**config.mk**
```make
export PLATFORM = sky130hd
export DESIGN_NAME = cosa_div
export DESIGN_NICKNAME = d
export VERILOG_FILES = /design/src/rtl/cosa_pkg.sv /design/src/rtl/cosa_div.sv
export SDC_FILE = /design/constraint.sdc
export NUM_CORES = 1
export LEC_CHECK = 0
export BUFFER_PORTS_ARGS = -buffer_cell sky130_fd_sc_hd__buf_2
export CAP_MARGIN = 20
export CORE_MARGIN = 2
export CORE_UTILIZATION = 25
export CTS_CLUSTER_SIZE = 40
export DETAILED_ROUTE_END_ITERATION = 10
export GPL_ROUTABILITY_DRIVEN = 0
export SYNTH_ARGS = -nofsm -noshare
export SYNTH_HDL_FRONTEND = slang
export SYNTH_SLANG_ARGS = --single-unit
export TNS_END_PERCENT = 10
```
**constraint.sdc**
```tcl
create_clock -name clk -period 2.45 [get_ports clk]
set_input_delay 0.245 -clock clk [delete_from_list [all_inputs] [get_ports clk]]
set_output_delay 0.245 -clock clk [all_outputs]
set_load 0.02 [all_outputs]
```
**src/rtl/cosa_pkg.sv**
```systemverilog
// Shared types, codes and constants of the cost-ordered slot allocator.
`timescale 1ns / 1ps
package cosa_pkg;

  localparam int COSA_SLOTS = 256;

  localparam logic [2:0] FUNC_LOAD    = 3'd0;
  localparam logic [2:0] FUNC_ALLOC   = 3'd1;
  localparam logic [2:0] FUNC_RELEASE = 3'd2;
  localparam logic [2:0] FUNC_DISABLE = 3'd3;
  localparam logic [2:0] FUNC_ENABLE  = 3'd4;
  localparam logic [2:0] FUNC_CLEAR   = 3'd5;

  localparam logic [2:0] RC_OK      = 3'd0;
  localparam logic [2:0] RC_NO_ID   = 3'd1;
  localparam logic [2:0] RC_NO_FREE = 3'd2;
  localparam logic [2:0] RC_NOT_OCC = 3'd3;
  localparam logic [2:0] RC_FULL    = 3'd4;

  localparam logic [1:0] ST_FREE     = 2'd0;
  localparam logic [1:0] ST_OCCUPIED = 2'd1;
  localparam logic [1:0] ST_DISABLED = 2'd2;
  localparam logic [1:0] ST_INVALID  = 2'd3;

  localparam logic [1:0] REG_ROW_LIMIT = 2'd0;
  localparam logic [1:0] REG_COL_LIMIT = 2'd1;
  localparam logic [1:0] REG_COL_STEP  = 2'd2;
  localparam logic [1:0] REG_ROW_STEP  = 2'd3;

  localparam logic [8:0] COUNT_MAX = 9'd511;

  typedef struct packed {
    logic [15:0]        id;
    logic [1:0]         st;
    logic signed [33:0] cost;
  } cosa_entry_t;

endpackage

```
**src/rtl/cosa_div.sv**
```systemverilog
// Iterative restoring divider: one quotient bit per cycle.
`timescale 1ns / 1ps
module cosa_div
  import cosa_pkg::*;
(
  input  logic        clk,
  input  logic        rst_n,
  input  logic        start,
  input  logic [15:0] dividend,
  input  logic [8:0]  divisor,
  output logic        done,
  output logic [15:0] quot,
  output logic [8:0]  rem
);

  logic [4:0]  cnt_r, cnt_nxt;
  logic        run_r, run_nxt;
  logic        done_r, done_nxt;
  logic [15:0] quo_r, quo_nxt;
  logic [8:0]  rem_r, rem_nxt;
  logic [8:0]  dvs_r, dvs_nxt;
  logic [9:0]  trial;

  always_comb begin
    cnt_nxt  = cnt_r;
    run_nxt  = run_r;
    done_nxt = 1'b0;
    quo_nxt  = quo_r;
    rem_nxt  = rem_r;
    dvs_nxt  = dvs_r;
    trial    = {rem_r, quo_r[15]};
    if (start) begin
      run_nxt = 1'b1;
      cnt_nxt = 5'd0;
      quo_nxt = dividend;
      rem_nxt = 9'd0;
      dvs_nxt = divisor;
    end else if (run_r) begin
      if (trial >= {1'b0, dvs_r}) begin
        rem_nxt = 9'(trial - {1'b0, dvs_r});
        quo_nxt = {quo_r[14:0], 1'b1};
      end else begin
        rem_nxt = trial[8:0];
        quo_nxt = {quo_r[14:0], 1'b0};
      end
      cnt_nxt = cnt_r + 5'd1;
      if (cnt_r == 5'd15) begin
        run_nxt  = 1'b0;
        done_nxt = 1'b1;
      end
    end
  end

  always_ff @(posedge clk) begin
    if (!rst_n) begin
      run_r  <= 1'b0;
      done_r <= 1'b0;
      cnt_r  <= 5'd0;
    end else begin
      run_r  <= run_nxt;
      done_r <= done_nxt;
      cnt_r  <= cnt_nxt;
    end
    quo_r <= quo_nxt;
    rem_r <= rem_nxt;
    dvs_r <= dvs_nxt;
  end

  assign done = done_r;
  assign quot = quo_r;
  assign rem  = rem_r;

endmodule

```
==> results.ini, run 1 <==
[sta]
hold_violations=0
worst_pin_slew_ns=0.587
finClkSkew_ns=0.00417
period_share_pct=95.8
setup_viol=0
final.setup.tns_ns=0
maxSlewHeadroom_pct=60.8
slew_viol_final=0
layout_min_cycle_time_ns=2.35
setup_ws_ns=0.102
fmax_mhz=426

[hold_path]
hp-class=primary input to register
min_path_cells=1
holdCritStartpoint=divisor[4]

[yosys]
synth_compound_area_share_pct=10.8
avgSynthCellArea_um2=11.6
synth_seq_cells=41
synth_cell_types=42
synth_edf_count=25
synth.area.top_cells=edfxtp_1 (37%), dfxtp_1 (16%), mux2_1 (8.2%)
synth_nets=216
synthCells=176
yosys.area_share.simple_pct=9.53
netlist_top_cells_count=edfxtp_1 (25), nor2_1 (19), dfxtp_1 (16)
synthArstFlopShare_pct=0
yosys.area.top_type=edfxtp_1
synth.most_common_cell=edfxtp_1
synthAdderAreaFrac_pct=7.70
seq_area_frac_synth_pct=52.3
synth_xor_area_share_pct=2.99
synthMuxAreaShare_pct=12.5
synth_top_cell_area_share_pct=36.7
ys.flop_type=edfxtp_1
synth_top_family_by_area=multiplexers
ys_warn_count=0
netlist_area_um2=2050

[worst_setup_path]
path_cells=inv_2 > ha_4 > inv_2 > fa_2 > a21oi_2 > o21ai_2 > o21ai_2 > a32o_2 > mux2_4 > a211oi_2
critical-path-top-delay-family=compound AO/OA/AOI/OAI gates
worstSetupStartpointType=register
r2r_start=quot[15]
cp.required_ns=2.67
rr_worst_depth=10
cp-end-kind=register
crit_start=quot[15]
cp_max_fo=3
max_stage_delay_ns=0.40
critPathArrivalTime_ns=2.57
path_depth=10
cp_slowest_cell=edfxtp_1
cp_num_buf_inv=2
ff2ff_setup_slack_ns=0.10
critical_path_class=register to register

[grt]
grt_use_total_pct=10.1
grt_pass1_vias=1477
grt_max_degree=24
grt_antenna_before_repair=0
grt-ovfl-total=0
grt_first_pass_wirelength_mm=6.86

[placement]
pre_cts_ws_ns=0.0572
post-dp-hpwl_mm=3.17
io_buffers=53
placedCellCount=332

[power_and_ir_drop]
leakage_uw=0.00115
netSwitchingFraction_pct=26.8
power.density_nw_per_um2=711
p_sw_uw=498
max-vdd-ir-drop_uv=266
power_uw=1860
combPwrFrac_pct=20.0
power.share.sequential_pct=44.3
p_clk_share_pct=35.7
internal_power_uw=1360

[drt]
drc_errors=0
drtIter0Drc=87
num_vias=1503
ant_nets=0
firstDrtPassIters=4
vias_per_cell=4.41
wl_per_cell_um=12.7
wirelength_mm=4.34

[layout]
ff_latch_area_um2=1070
stdcell_count=341
nNetsFinal=275
post-route-util_pct=32.4
syn_to_final_growth_pct=27.9
n_antenna_cell=0
fill_cells=846
drive_gt1_share_pct=33.5
multiInputGateArea_um2=913

[floorplan]
ios=54
die_h_um=94.5
die_area_um2=8930
core.rowCount=33
start_util_pct=25.3
fp.dieW_um=94.5
coreArea_um2=8090

[cts]
path_clk_slew_ns=0.09
ctsHtreeMaxLevel=2
cts_buffer_depth=2
clockRootBuffer=clkbuf_8
cts_tree=yes
postCtsHoldBufs=0
cts_made_buffers=5
cts.sinks=41
insertion_delay_ns=0.30

[outcome]
outcome=finished clean

[flow_run]
drv_cap=0

[worst reg2reg max path: cells and delay by family (launching register included)]
kind / cells / cell delay (ns)
mux: 1 / 0.32
flops: 1 / 0.40
buf+inv: 2 / 0.14
compound gates: 5 / 0.91
fa+ha+maj: 2 / 0.50
[metal layers]
metal	part of all wire (%)	vias up	GRT usage [%]
li1	-	748	-
met1	48	700	13.0
met2	43	48	15.5
met3	7.5	7	3.03
met4	2.0	0	4.59
met5	0	-	0
[worst paths after layout]
path	end
worst min register to register	cnt_r[4]
worst max-delay path	rem[0]
worst max register to register	rem[0]
worst min-delay path	dvs_r[4]
[area by class of cell]
type	count	area share (%)
Timing Repair Buffer	58	11.8
Clock buffer	5	2.63
Multi-Input combinational cell	114	34.9
Clock inverter	3	2.63
Sequential cell	41	40.9
Tap cell	105	5.01
Inverter	15	2.15
[flip-flops by register name, summed over array words and instances (netlist names)]
| register | cells |
|---|---|
| cnt_r | 5 |
| run_r | 1 |
| dvs_r | 9 |
| rem | 9 |
| quot | 16 |
| done | 1 |
[stage by stage]
stage                     hold slack (ns)  instance area (um^2)
after floorplan                     0.344                  2050
after global placement              0.423                  2440
after detailed placement            0.423                  2440
after CTS                           0.106                  2580
after global routing                0.108                  2620
final                               0.116                  2620
[cell usage in the layout (no fill, tap or decap), types with 2 or more instances in the layout]
master / synthesis / routed
mux2i_1: 6 / 6
bufinv_16: 0 / 2
o21ai_1: 5 / 4
a21oi_1: 7 / 6
inv_2: 1 / 2
nand3_1: 3 / 3
nand2b_1: 3 / 3
xnor2_1: 2 / 2
xor2_1: 5 / 5
clkbuf_8: 0 / 5
a211o_1: 2 / 2
inv_1: 14 / 13
o21a_1: 2 / 2
nor2_1: 19 / 19
mux2_1: 15 / 15
nand2_1: 7 / 7
ha_1: 11 / 10
buf_4: 0 / 3
a211oi_1: 5 / 5
buf_6: 1 / 2
dfxtp_1: 16 / 16
buf_2: 0 / 53
edfxtp_1: 25 / 25
o21bai_1: 2 / 2
o21ai_2: 1 / 2
[cells by family (layout without fill, tap and decap cells)]
| family | Yosys count | after routing |
|---|---|---|
| compound gates | 32 | 32 |
| xor+xnor | 7 | 7 |
| fa+ha+maj | 12 | 12 |
| buf+inv | 21 | 81 |
| flops | 41 | 41 |
| mux | 23 | 23 |
| simple gates | 40 | 40 |
[power by group through the flow]
| stage | registers [uW] | logic [uW] | clock network, uW |
|---|---|---|---|
| after floorplan | 886 | 201 | 0 |
| after global placement | 840 | 354 | 0 |
| after detailed placement | 842 | 358 | 0 |
| after CTS | 826 | 360 | 683 |
| after global routing | 834 | 412 | 715 |
| final | 826 | 372 | 665 |
[repair_timing]
item / in CTS / in global routing
endpoints found under the setup margin: 0 / 8
setup buffers: 0 / 1
gates resized for setup: 0 / 8
Note: power is estimated with default switching activity, not from simulation.
==> run 2, diff against run 1 <==
- CORE_ASPECT_RATIO: default -> 1.75
- CORE_MARGIN: 2 -> 8
==> run 2 against run 1 <==
Compared with the run above: design area shrank 0.19%; global-route usage shrank 1.4 points; critical path depth is the same; largest power group unchanged.
==> results.ini, run 2 (synthesis gave the netlist of run 1 again) <==
[outcome]
outcome=finished clean

[sta]
slew_viol_final=0  ; unchanged
hold_violations=0  ; unchanged
maxSlewHeadroom_pct=57.1  ; -3.7 points
final.setup.tns_ns=0  ; unchanged
layout_min_cycle_time_ns=2.30  ; -0.0493 ns
setup_viol=0  ; unchanged
period_share_pct=93.8  ; -2.0 points
setup_ws_ns=0.151  ; +0.0493 ns
worst_pin_slew_ns=0.643  ; +0.0559 ns
finClkSkew_ns=0.00748  ; +0.00331 ns
rsz0062_at_grt=no
fmax_mhz=435  ; +2.1%

[flow_run]
drv_cap=0  ; unchanged

[worst_setup_path]
cp_slowest_cell=edfxtp_1
cp.required_ns=2.66  ; about the same
cp-end-kind=register
max_stage_delay_ns=0.39  ; about the same
cp_max_fo=3  ; unchanged
path_cells=inv_2 > ha_1 > inv_2 > fa_2 > a21oi_2 > o21ai_2 > o21ai_2 > a32o_2 > mux2_4 > a211oi_2
critPathArrivalTime_ns=2.51  ; -0.06 ns
critical_path_class=register to register
worstSetupStartpointType=register
rr_worst_depth=10  ; unchanged

[floorplan]
die_h_um=136  ; +44%
ios=54  ; unchanged
fp.dieW_um=84.4  ; -11%
die_area_um2=11500  ; +28%
coreArea_um2=7960  ; -1.6%
start_util_pct=25.7  ; +0.41 points
core.rowCount=43  ; +30%

[cts]
insertion_delay_ns=0.29  ; about the same
path_clk_slew_ns=0.07  ; -0.02 ns
ctsHtreeMaxLevel=2  ; unchanged
postCtsHoldBufs=0  ; unchanged
cts.sinks=41  ; unchanged
cts_tree=yes
clockRootBuffer=clkbuf_16
cts_buffer_depth=2  ; unchanged
cts_made_buffers=5  ; unchanged

[grt]
grt-ovfl-total=0  ; unchanged
grt_first_pass_wirelength_mm=7.68  ; +12%
grt_max_degree=36  ; +50%
grt_pass1_vias=1621  ; +9.7%
grt_antenna_before_repair=0  ; unchanged
grt_use_total_pct=8.70  ; -1.4 points

[drt]
wirelength_mm=4.94  ; +14%
vias_per_cell=4.70  ; +6.5%
num_vias=1526  ; +1.5%
ant_nets=0  ; unchanged
drtIter0Drc=85  ; -2.3%
drc_errors=0  ; unchanged
firstDrtPassIters=4  ; unchanged
wl_per_cell_um=15.2  ; +20%

[power_and_ir_drop]
leakage_uw=0.00115  ; +0.65%
max-vdd-ir-drop_uv=421  ; +58%
power.density_nw_per_um2=737  ; +3.6%

[layout]
multiInputGateArea_um2=901  ; -1.4%
nNetsFinal=274  ; -0.36%
final_area_um2=2620  ; -0.19%
final_cell_mix=buf_2 (53), edfxtp_1 (25), nor2_1 (19)
n_antenna_cell=0  ; unchanged
largest_reg_flops=16  ; unchanged
syn_to_final_growth_pct=27.7
fill_cells=830  ; -1.9%
ff_latch_area_um2=1070  ; unchanged
final_common_cell=buf_2
drive_gt1_share_pct=32.8  ; -0.71 points

[hold_path]
min_path_cells=1  ; unchanged
hp-class=primary input to register

[placement]
io_buffers=53  ; unchanged
post-dp-hpwl_mm=3.81  ; +20%
dpl-instance-area_um2=2430  ; -0.56%
pre_cts_ws_ns=0.0992  ; +0.0419 ns

## run 2: cell count changes in the layout (fill, tap and decap cells not counted)
| cell | delta |
|---|---|
| ha_1 | +1 |
| clkinvlp_4 | +1 |
| buf_12 | +1 |
| bufinv_16 | -2 |
| clkbuf_8 | -5 |
| ha_4 | -1 |
| inv_6 | -1 |
| buf_6 | -2 |
| clkinv_4 | +1 |
| clkbuf_16 | +6 |
## run 2: area by class of cell
class                      instances  share of cell area, %
clock buffer                       6                   5.74
clock inverter                     2                  0.622
inverter                          15                   2.15
multi-input combinational        114                   34.4
sequential                        41                   41.0
tap                               90                   4.31
timing repair buffer              57                   11.8
## run 2: layer usage
layer	vias to the layer above	track usage, %	part of all wire (%)
li1	748	-	-
met1	729	7.63	36
met2	37	16.6	56
met3	12	2.13	3.9
met4	0	6.48	3.6
met5	-	0	0
## run 2: where the power goes
group	total (uW)	switching (uW)	internal [uW]
sequential	827	31.5	796
clock	726	284	441
combinational	374	215	159
total	1930	531	1400
## run 2: worst max-delay path, delay by kind of cell (launching register included)
kind / cells / cell delay (ns)
muxes: 1 / 0.31
DFF: 1 / 0.39
buffers and inverters: 2 / 0.12
AOI/OAI and AO/OA: 5 / 0.91
adders and majority gates: 2 / 0.50
## run 2: worst paths after layout
path / start / to / slack (ns)
worst min-delay path: divisor[8] / dvs_r[8] / 0.13
worst min register to register: cnt_r[4] / cnt_r[4] / 0.49
worst max-delay path: quot[15] / rem[0] / 0.15
worst max register to register: quot[15] / rem[0] / 0.15
## run 2: per-stage QoR
step                      cells  utilization (%)  hold WS (ns)  power (uW)
after floorplan             176                -         0.344        1090
after global placement      316             30.5         0.421        1210
after detailed placement    316             30.5         0.424        1210
after CTS                   324             32.6         0.118        1960
after global routing        325             32.8         0.118        2020
final                       325             32.8         0.127        1930
## run 2: what timing repair did
item / in CTS / in global routing
buffers inserted: 0 / 1
resized for setup: 0 / 4
setup endpoints to repair: 0 / 7
